### src/rtl/chd_pkg.sv
`timescale 1ns / 1ps

package chd_pkg;

  localparam int unsigned SIZE_HEX_DIGITS_DEF = 8;

  localparam int unsigned PHASE_W = 3;

  localparam logic [PHASE_W-1:0] PH_SIZE    = 3'd0;
  localparam logic [PHASE_W-1:0] PH_EXT     = 3'd1;
  localparam logic [PHASE_W-1:0] PH_SIZE_LF = 3'd2;
  localparam logic [PHASE_W-1:0] PH_DATA    = 3'd3;
  localparam logic [PHASE_W-1:0] PH_DATA_CR = 3'd4;
  localparam logic [PHASE_W-1:0] PH_DATA_LF = 3'd5;
  localparam logic [PHASE_W-1:0] PH_DONE    = 3'd6;
  localparam logic [PHASE_W-1:0] PH_ERROR   = 3'd7;

  localparam logic [7:0] CH_CR   = 8'h0d;
  localparam logic [7:0] CH_LF   = 8'h0a;
  localparam logic [7:0] CH_ZERO = 8'h30;

  localparam logic [2:0] TERM_LEN = 3'd5;

  typedef struct packed {
    logic [7:0] payload_byte;
    logic       payload_valid;
    logic       body_done;
    logic       format_error;
  } chd_result_t;

  function automatic logic [4:0] hex_decode(input logic [7:0] c);
    logic [4:0] res;
    res = 5'd0;
    if (c >= 8'h30 && c <= 8'h39) begin
      res = {1'b1, 4'(c - 8'h30)};
    end else if (c >= 8'h61 && c <= 8'h66) begin
      res = {1'b1, 4'(c - 8'h57)};
    end else if (c >= 8'h41 && c <= 8'h46) begin
      res = {1'b1, 4'(c - 8'h37)};
    end
    return res;
  endfunction

  function automatic logic [7:0] term_char(input logic [2:0] idx);
    logic [7:0] ch;
    case (idx)
      3'd0:    ch = CH_ZERO;
      3'd1:    ch = CH_CR;
      3'd2:    ch = CH_LF;
      3'd3:    ch = CH_CR;
      3'd4:    ch = CH_LF;
      default: ch = 8'h00;
    endcase
    return ch;
  endfunction

endpackage

### src/rtl/chd_parser.sv
`timescale 1ns / 1ps

module chd_parser import chd_pkg::*; #(
  parameter int unsigned SIZE_HEX_DIGITS = SIZE_HEX_DIGITS_DEF
) (
  input  logic        clk,
  input  logic        rst_n,
  input  logic        en,
  input  logic [7:0]  data_byte,
  input  logic        start,
  output chd_result_t result
);

  localparam int unsigned CNT_W = $clog2(SIZE_HEX_DIGITS + 1);

  logic [PHASE_W-1:0] phase_r, phase_nxt, phase_cur;
  logic [31:0]        acc_r, acc_nxt, acc_cur;
  logic [CNT_W-1:0]   cnt_r, cnt_nxt, cnt_cur;
  logic [31:0]        rem_r, rem_nxt, rem_cur;
  logic               err_r, err_nxt, err_cur;
  logic               done_r, done_nxt, done_cur;
  logic [2:0]         term_r, term_nxt, term_cur;
  logic [4:0]         hex;
  logic [2:0]         term_step;
  logic               pay_vld;

  always_comb begin
    phase_cur = start ? PH_SIZE : phase_r;
    acc_cur   = start ? 32'd0 : acc_r;
    cnt_cur   = start ? '0 : cnt_r;
    rem_cur   = start ? 32'd0 : rem_r;
    err_cur   = start ? 1'b0 : err_r;
    done_cur  = start ? 1'b0 : done_r;
    term_cur  = start ? 3'd0 : term_r;

    hex = hex_decode(data_byte);
    if (term_cur < TERM_LEN && data_byte == term_char(term_cur)) begin
      term_step = term_cur + 3'd1;
    end else begin
      term_step = (data_byte == CH_ZERO) ? 3'd1 : 3'd0;
    end

    phase_nxt = phase_cur;
    acc_nxt   = acc_cur;
    cnt_nxt   = cnt_cur;
    rem_nxt   = rem_cur;
    err_nxt   = err_cur;
    done_nxt  = done_cur;
    term_nxt  = term_cur;
    pay_vld   = 1'b0;

    unique case (phase_cur)
      PH_SIZE: begin
        if (hex[4]) begin
          if (cnt_cur >= CNT_W'(SIZE_HEX_DIGITS)) begin
            err_nxt   = 1'b1;
            phase_nxt = PH_ERROR;
            term_nxt  = (data_byte == CH_ZERO) ? 3'd1 : 3'd0;
          end else begin
            acc_nxt = {acc_cur[27:0], hex[3:0]};
            cnt_nxt = cnt_cur + CNT_W'(1);
          end
        end else if (data_byte == CH_CR) begin
          phase_nxt = PH_SIZE_LF;
        end else begin
          phase_nxt = PH_EXT;
        end
      end
      PH_EXT: begin
        if (data_byte == CH_CR) begin
          phase_nxt = PH_SIZE_LF;
        end
      end
      PH_SIZE_LF: begin
        if (data_byte != CH_LF) begin
          err_nxt   = 1'b1;
          phase_nxt = PH_ERROR;
          term_nxt  = (data_byte == CH_ZERO) ? 3'd1 : 3'd0;
        end else if (acc_cur == 32'd0) begin
          done_nxt  = 1'b1;
          phase_nxt = PH_DONE;
        end else begin
          rem_nxt   = acc_cur;
          phase_nxt = PH_DATA;
        end
      end
      PH_DATA: begin
        pay_vld = 1'b1;
        if (rem_cur != 32'd0) begin
          rem_nxt = rem_cur - 32'd1;
        end
        if (rem_nxt == 32'd0) begin
          phase_nxt = PH_DATA_CR;
        end
      end
      PH_DATA_CR: begin
        if (data_byte == CH_CR) begin
          phase_nxt = PH_DATA_LF;
        end else begin
          err_nxt   = 1'b1;
          phase_nxt = PH_ERROR;
          term_nxt  = (data_byte == CH_ZERO) ? 3'd1 : 3'd0;
        end
      end
      PH_DATA_LF: begin
        if (data_byte == CH_LF) begin
          phase_nxt = PH_SIZE;
          acc_nxt   = 32'd0;
          cnt_nxt   = '0;
        end else begin
          err_nxt   = 1'b1;
          phase_nxt = PH_ERROR;
          term_nxt  = (data_byte == CH_ZERO) ? 3'd1 : 3'd0;
        end
      end
      PH_ERROR: begin
        term_nxt = term_step;
        if (term_step >= TERM_LEN) begin
          term_nxt  = TERM_LEN;
          done_nxt  = 1'b1;
          phase_nxt = PH_DONE;
        end
      end
      default: begin
      end
    endcase

    result.payload_byte  = pay_vld ? data_byte : 8'd0;
    result.payload_valid = pay_vld;
    result.body_done     = done_nxt;
    result.format_error  = err_nxt;
  end

  always_ff @(posedge clk) begin
    if (!rst_n) begin
      phase_r <= PH_SIZE;
      acc_r   <= 32'd0;
      cnt_r   <= '0;
      rem_r   <= 32'd0;
      err_r   <= 1'b0;
      done_r  <= 1'b0;
      term_r  <= 3'd0;
    end else if (en) begin
      phase_r <= phase_nxt;
      acc_r   <= acc_nxt;
      cnt_r   <= cnt_nxt;
      rem_r   <= rem_nxt;
      err_r   <= err_nxt;
      done_r  <= done_nxt;
      term_r  <= term_nxt;
    end
  end

endmodule

### src/rtl/http_chunked_body_decoder_core.sv
`timescale 1ns / 1ps

// Chunked transfer body decoder. Body bytes enter on the in_ channel, one
// request per byte, with in_body_start high on the first byte of a body.
// Every request yields exactly one result request on the out_ channel,
// carrying the payload byte and its valid flag, the done flag and the sticky
// format error flag.
// A request is held in an input register and handled once the output
// register can take a result, when the parser updates its state and the
// result is written to the output register. The result then shows on the
// out_ ports. A new byte can be accepted in every cycle while the receiver
// does not stall, so throughput is one byte per clock. The rate is set by
// the parser state update.
// When the receiver stalls, the result register holds its contents, the
// input register holds its byte and in_stall rises only once both are full.
// Synchronous reset empties both registers and returns the parser to reading
// the size of the first chunk with all flags clear.

module http_chunked_body_decoder_core import chd_pkg::*; #(
  parameter int unsigned SIZE_HEX_DIGITS = SIZE_HEX_DIGITS_DEF
) (
  input  logic       clk,
  input  logic       rst_n,
  input  logic       in_valid,
  output logic       in_stall,
  input  logic [7:0] in_body_byte,
  input  logic       in_body_start,
  output logic       out_valid,
  input  logic       out_stall,
  output logic [7:0] out_payload_byte,
  output logic       out_payload_valid,
  output logic       out_body_done,
  output logic       out_format_error
);

  logic        in_vld_r;
  logic [7:0]  in_byte_r;
  logic        in_start_r;
  logic        out_vld_r;
  chd_result_t out_res_r;
  chd_result_t result;
  logic        adv;

  assign adv      = in_vld_r && (!out_vld_r || !out_stall);
  assign in_stall = in_vld_r && !adv;

  chd_parser #(
    .SIZE_HEX_DIGITS(SIZE_HEX_DIGITS)
  ) u_parser (
    .clk      (clk),
    .rst_n    (rst_n),
    .en       (adv),
    .data_byte(in_byte_r),
    .start    (in_start_r),
    .result   (result)
  );

  always_ff @(posedge clk) begin
    if (!rst_n) begin
      in_vld_r  <= 1'b0;
      out_vld_r <= 1'b0;
    end else begin
      if (!in_stall) begin
        in_vld_r <= in_valid;
      end
      if (!out_vld_r || !out_stall) begin
        out_vld_r <= adv;
      end
    end
  end

  always_ff @(posedge clk) begin
    if (!in_stall && in_valid) begin
      in_byte_r  <= in_body_byte;
      in_start_r <= in_body_start;
    end
    if (adv) begin
      out_res_r <= result;
    end
  end

  assign out_valid         = out_vld_r;
  assign out_payload_byte  = out_res_r.payload_byte;
  assign out_payload_valid = out_res_r.payload_valid;
  assign out_body_done     = out_res_r.body_done;
  assign out_format_error  = out_res_r.format_error;

endmodule

### config.mk
export PLATFORM = sky130hd
export DESIGN_NAME = http_chunked_body_decoder_core
export DESIGN_NICKNAME = d
export VERILOG_FILES = /design/src/rtl/chd_pkg.sv /design/src/rtl/chd_parser.sv /design/src/rtl/http_chunked_body_decoder_core.sv
export SDC_FILE = /design/constraint.sdc
export NUM_CORES = 1
export LEC_CHECK = 0
export BUFFER_PORTS_ARGS = -buffer_cell sky130_fd_sc_hd__clkbuf_2
export CAP_MARGIN = 5
export CORE_ASPECT_RATIO = 1.4
export CORE_UTILIZATION = 65
export CTS_CLUSTER_SIZE = 10
export DETAILED_ROUTE_END_ITERATION = 10
export PLACE_DENSITY_LB_ADDON = 0.3
export SETUP_SLACK_MARGIN = 0.3
export SLEW_MARGIN = 20
export SYNTH_ARGS = -nofsm -noshare
export SYNTH_HDL_FRONTEND = slang
export SYNTH_SLANG_ARGS = --single-unit
### constraint.sdc
create_clock -name clk -period 9.28 [get_ports clk]
set_input_delay 2.32 -clock clk [delete_from_list [all_inputs] [get_ports clk]]
set_output_delay 2.32 -clock clk [all_outputs]
set_load 0.1 [all_outputs]
# ---- Word level (Yosys, flattened, before mapping)
# Index checks and enable logic that the tools add are counted.
dict set report word_totals {
  register_bits 98
  input_bits 13
  output_inout_bits 13
}
dict set report op_classes {
  addsub 6
  order_cmp 9
  eq_ne 15
  mux 55
  reduce_logical 19
}
# operator n
set op_table {}
lappend op_table {{$mux W32} 9}
lappend op_table {{$pmux W32 S2} 2}
lappend op_table {{$logic_not A32 Y1} 2}
lappend op_table {{$mux W3} 17}
lappend op_table {{$reduce_bool A32 Y1} 1}
lappend op_table {{$sub A32 B1 Y32 const B} 1}
lappend op_table {{$pmux W3 S7} 1}
lappend op_table {{$pmux W6 S3} 1}
lappend op_table {{$eq A8 B4 Y1 const B} 2}
lappend op_table {{$ge A8 B7 Y1 const B} 2}
lappend op_table {{$le A8 B7 Y1 const B} 2}
lappend op_table {{$mux W4} 4}
lappend op_table {{$mux W5} 3}
lappend op_table {{$pmux W3 S5} 1}
lappend op_table {{$eq A3 B2 Y1 const B} 4}
lappend op_table {{$eq A3 B3 Y1 const B} 4}
lappend op_table {{$mux W1} 12}
lappend op_table {{$eq A8 B6 Y1} 1}
lappend op_table {{$eq A8 B6 Y1 const B} 1}
lappend op_table {{$ge A8 B6 Y1 const B} 1}
lappend op_table {{$le A8 B6 Y1 const B} 1}
lappend op_table {{$ne A8 B4 Y1 const B} 1}
lappend op_table {{$pmux W4 S2} 1}
lappend op_table {{$sub A4 B3 Y4 const B} 2}
lappend op_table {{15 further kinds} 28}

# ---- Depth between registers and ports, before layout
dict set report depth {
  ltp_word 10
  mapped_depth 15
}

# ---- Modules after synthesis
# Synthesis repeated with hierarchy kept, for this count alone.
dict set report hier_totals {
  cells_unflattened 829
  area_unflattened_um2 6382.4
}
# mod instances cells_each area_each_um2 seq_area_each_um2
set by_module_without_submodules {}
lappend by_module_without_submodules {chd_parser 1 801 5698.0 1521.5}
lappend by_module_without_submodules {http_chunked_body_decoder_core 1 28 684.4 640.6}

# ---- Worst setup path after synthesis
# Ideal clock, no wire load.
dict set report synth_timing {
  path_type {input port to output port}
  start {input port out_stall}
  end {output port in_stall}
  arrival_time_ns 3.131
  required_ns 6.960
  slack_ns 3.829
  path_stages 1
  path_cell_list {and3_1}
}
dict set report synth_between {
  elab_chain_len 5
}
# element line_no
set synth_rtl {}
lappend synth_rtl {{from (decl)} http_chunked_body_decoder_core.sv:29} ;# input logic out_stall,
lappend synth_rtl {{$logic_not A1 Y1} http_chunked_body_decoder_core.sv:44} ;# assign adv = in_vld_r && (!out_vld_r || !out_stall);
lappend synth_rtl {{$logic_or A1 B1 Y1} http_chunked_body_decoder_core.sv:44}
lappend synth_rtl {{$logic_and A1 B1 Y1} http_chunked_body_decoder_core.sv:44}
lappend synth_rtl {{$logic_not A1 Y1} http_chunked_body_decoder_core.sv:45} ;# assign in_stall = in_vld_r && !adv;
lappend synth_rtl {{$logic_and A1 B1 Y1} http_chunked_body_decoder_core.sv:45}
lappend synth_rtl {{to (decl)} http_chunked_body_decoder_core.sv:25} ;# output logic in_stall,
# No other way between the ends.

# ---- Worst setup path in the final report
# Ends and elaborated chain as after synthesis.

==> impl_metrics.py <==
metrics = {
    "floorplanning": {
        "design.die.area_sq_um": 9763,
        "ios": 26,
        "die_w_um": 83.80,
        "start_util_pct": 67.43,
        "die_h_um": 116.5,
        "rows": 41,
        "fp.coreArea_sq_um": 9029,
    },
    "timing": {
        "fmax_mhz": 184.6,
        "finalCritPeriodShare_pct": 58.39,
        "setup-violations-final": 0,
        "tightest_slew_ns": 0.9444,
        "whs_ns": 0.4736,
        "hold_viol": 0,
        "fin_crit_ns": 5.418,
        "slew_viol_final": 0,
        "clock-skew-final_ns": 0.007578,
        "relSlewSlack_pct": 36.97,
        "rsz0062_at_grt": "no",
        "layout_setup_ws_ns": 3.862,
        "fin_setup_tns_ns": 0,
    },
    "logic_synthesis": {
        "synth_edf_count": 20,
        "synth_mux_area_share_pct": 0.8220,
        "synth-xor-area-share_pct": 1.973,
        "syn-num-nets": 791,
        "synth_cell_types": 77,
        "yosysSeqAreaShare_pct": 35.51,
        "yosysWarnings": 0,
        "ys_ff_latch": 98,
        "ys.flop_type": "dfxtp_1",
        "synth_fa_ha_area_share_pct": 2.055,
        "synth_area_sq_um": 6088,
        "synth_top_family_by_area": "compound AO/OA/AOI/OAI gates",
        "syn_inst": 768,
        "synthSimpleGateAreaFrac_pct": 26.39,
        "async_flop_share_pct": 0,
        "synth.avg_cell_area_sq_um": 7.928,
        "synth-compound-area-share_pct": 27.64,
    },
    "final_layout": {
        "postLayoutCoreUtil_pct": 71.95,
        "diodes": 0,
        "area_growth_syn_to_layout_pct": 6.700,
        "fill_cells": 710,
        "final_nets": 775,
        "design_area_sq_um": 6496,
        "drive_gt1_share_pct": 10.57,
    },
    "power": {
        "peakVddDrop_mv": 0.1266,
        "p_clk_share_pct": 39.0,
        "combPwrFrac_pct": 15.8,
        "power.internal_uw": 702.5,
        "p_per_area_nw_per_um2": 155.5,
        "sw_frac_of_total_pct": 30.47,
        "p_leak_uw": 0.002360,
        "seqPwrFrac_pct": 45.2,
        "p_sw_uw": 307.8,
    },
    "grt": {
        "track_usage_pct": 38.80,
        "grt_pass1_vias": 5786,
        "grt-ovfl-total": 0,
        "grt_max_degree": 68,
        "grt_pass1_wl_um": 29420,
        "antenna_found_initial": 0,
    },
    "place": {
        "hpwl_um": 12810,
        "portBuffers": 25,
        "pre_cts_slack_ns": 3.871,
        "place_area_sq_um": 6166,
        "gp_congestion": 0.9791,
    },
    "routing": {
        "drc": 0,
        "vias": 6240,
        "drtAntennaViolNets": 0,
        "first_iter_violations": 764,
        "via_per_inst": 7.222,
        "totalWireLength_um": 18860,
        "first_pass_iters": 6,
        "post_drt_wl_per_cell_um": 21.82,
    },
    "status": {
        "status": "finished, final reports clean",
    },
    "setup_path": {
        "critPathArrivalTime_ns": 3.10,
        "cp-end-kind": "output pin",
        "cp_max_fo": 3,
        "cp.required_ns": 6.96,
        "critPathLaunch": "out_stall",
        "critPathLaunchType": "input pin",
        "criticalPathCategory": "in2out",
        "rr_startpoint": "in_byte_r[0]",
        "rr_worst_depth": 11,
    },
    "worst_hold_path": {
        "hold_path.class": "reg2reg",
        "worstHoldStart": "u_parser.done_r",
        "hold_depth": 2,
    },
    "clocking": {
        "post_cts_buffers": 0,
        "clockBufferDepth": 2,
        "cts-root-buf": "clkbuf_16",
        "holdBufCountCts": 0,
        "tritoncts": "built",
        "clkTransAtPathRegs_ns": 0.07,
        "insertion_delay_ns": 0.36,
        "post_cts_resized": 0,
        "cts.sinks": 98,
        "cts_max_level": 3,
        "cts_buffers": 9,
    },
    "job": {
        "timing.max_cap.violations": 0,
    },
}
## logic make-up after synthesis
family / after synthesis
multiplexers: 5
XOR/XNOR: 12
buffers and inverters: 82
AO/OA/AOI/OAI: 254
adder cells (fa/ha/maj): 10
flip-flops: 98
AND/OR/NAND/NOR: 307
## cells in the mapped netlist (14+ instances only)
cell type / instances / area [sq um]
a21oi_1: 60 / 300.3
a22oi_1: 47 / 352.8
and3_1: 16 / 100.1
buf_2: 14 / 70.07
clkbuf_1: 41 / 153.9
dfxtp_1: 78 / 1562
edfxtp_1: 20 / 600.6
inv_1: 19 / 71.32
nand2_1: 68 / 255.2
nand3_1: 24 / 120.1
nor2_1: 94 / 352.8
nor3_1: 18 / 90.09
nor4_1: 19 / 118.9
o21ai_0: 57 / 285.3
## registers in the layout, summed over array words and instances, names as in the netlist
register	cells
out_payload_valid	1
in_start_r	1
out_body_done	1
out_format_error	1
u_parser.phase_r	3
u_parser.err_r	1
in_byte_r	8
out_payload_byte	8
u_parser.done_r	1
u_parser.acc_r	32
u_parser.rem_r	32
u_parser.cnt_r	4
in_vld_r	1
out_valid	1
u_parser.term_r	3
## area by class of cell
cell class                 instances  area [sq um]  area share, %
clock buffer                      11         264.0          4.064
clock inverter                     5         53.80         0.8282
inverter                          20         76.32          1.175
multi-input combinational        588          3602          55.45
sequential                        98          2162          33.28
tap                              107         133.9          2.061
timing repair buffer              35         203.9          3.139
## metrics by stage
step	std cells	power, uW
3_5_place_dp	847	619.9
4_1_cts	863	1004
6_report	864	1010
2_1_floorplan	768	585.0
3_3_place_gp	847	616.7
5_1_grt	864	1036
## power by group through the flow
stage	clock network, uW	logic (uW)	registers (uW)
final	394	160	457
after global routing	408	170	457
after CTS	392	156	456
after detailed placement	0	154	465
after global placement	0	152	465
after floorplan	0	109	476
## layer usage
layer	vias up	global-route usage (%)	wire (um)
met5	-	0	0
met4	0	30.85	1457
met3	114	5.724	1415
met2	402	67.59	9245
met1	2906	42.55	6737
li1	2818	-	-
## placed cells by master (no fill, tap or decap), types with 10 or more instances in the layout
| master | netlist | final |
|---|---|---|
| nor2_1 | 94 | 94 |
| dfxtp_1 | 78 | 78 |
| nand2_1 | 68 | 68 |
| a21oi_1 | 60 | 60 |
| o21ai_0 | 57 | 57 |
| a22oi_1 | 47 | 47 |
| clkbuf_2 | 1 | 25 |
| nand3_1 | 24 | 24 |
| edfxtp_1 | 20 | 20 |
| nor4_1 | 19 | 19 |
| inv_1 | 19 | 18 |
| nor3_1 | 18 | 18 |
| and3_1 | 16 | 16 |
| nand4_1 | 13 | 13 |
| nor2b_1 | 12 | 12 |
| a31oi_1 | 11 | 11 |
| ha_1 | 10 | 10 |
| clkbuf_16 | 0 | 10 |
## critical path: stages
cell and delay (ns):
clkbuf_2 0.10, and3_1 0.20, clkbuf_2 0.47
## worst paths after layout
| kind | end | slack, ns |
|---|---|---|
| min | u_parser.done_r | 0.47 |
| min reg2reg | u_parser.done_r | 0.47 |
| max reg2reg | u_parser.rem_r[19] | 5.61 |
| max | in_stall | 3.86 |
No activity file was read; power rests on OpenSTA's default activity.
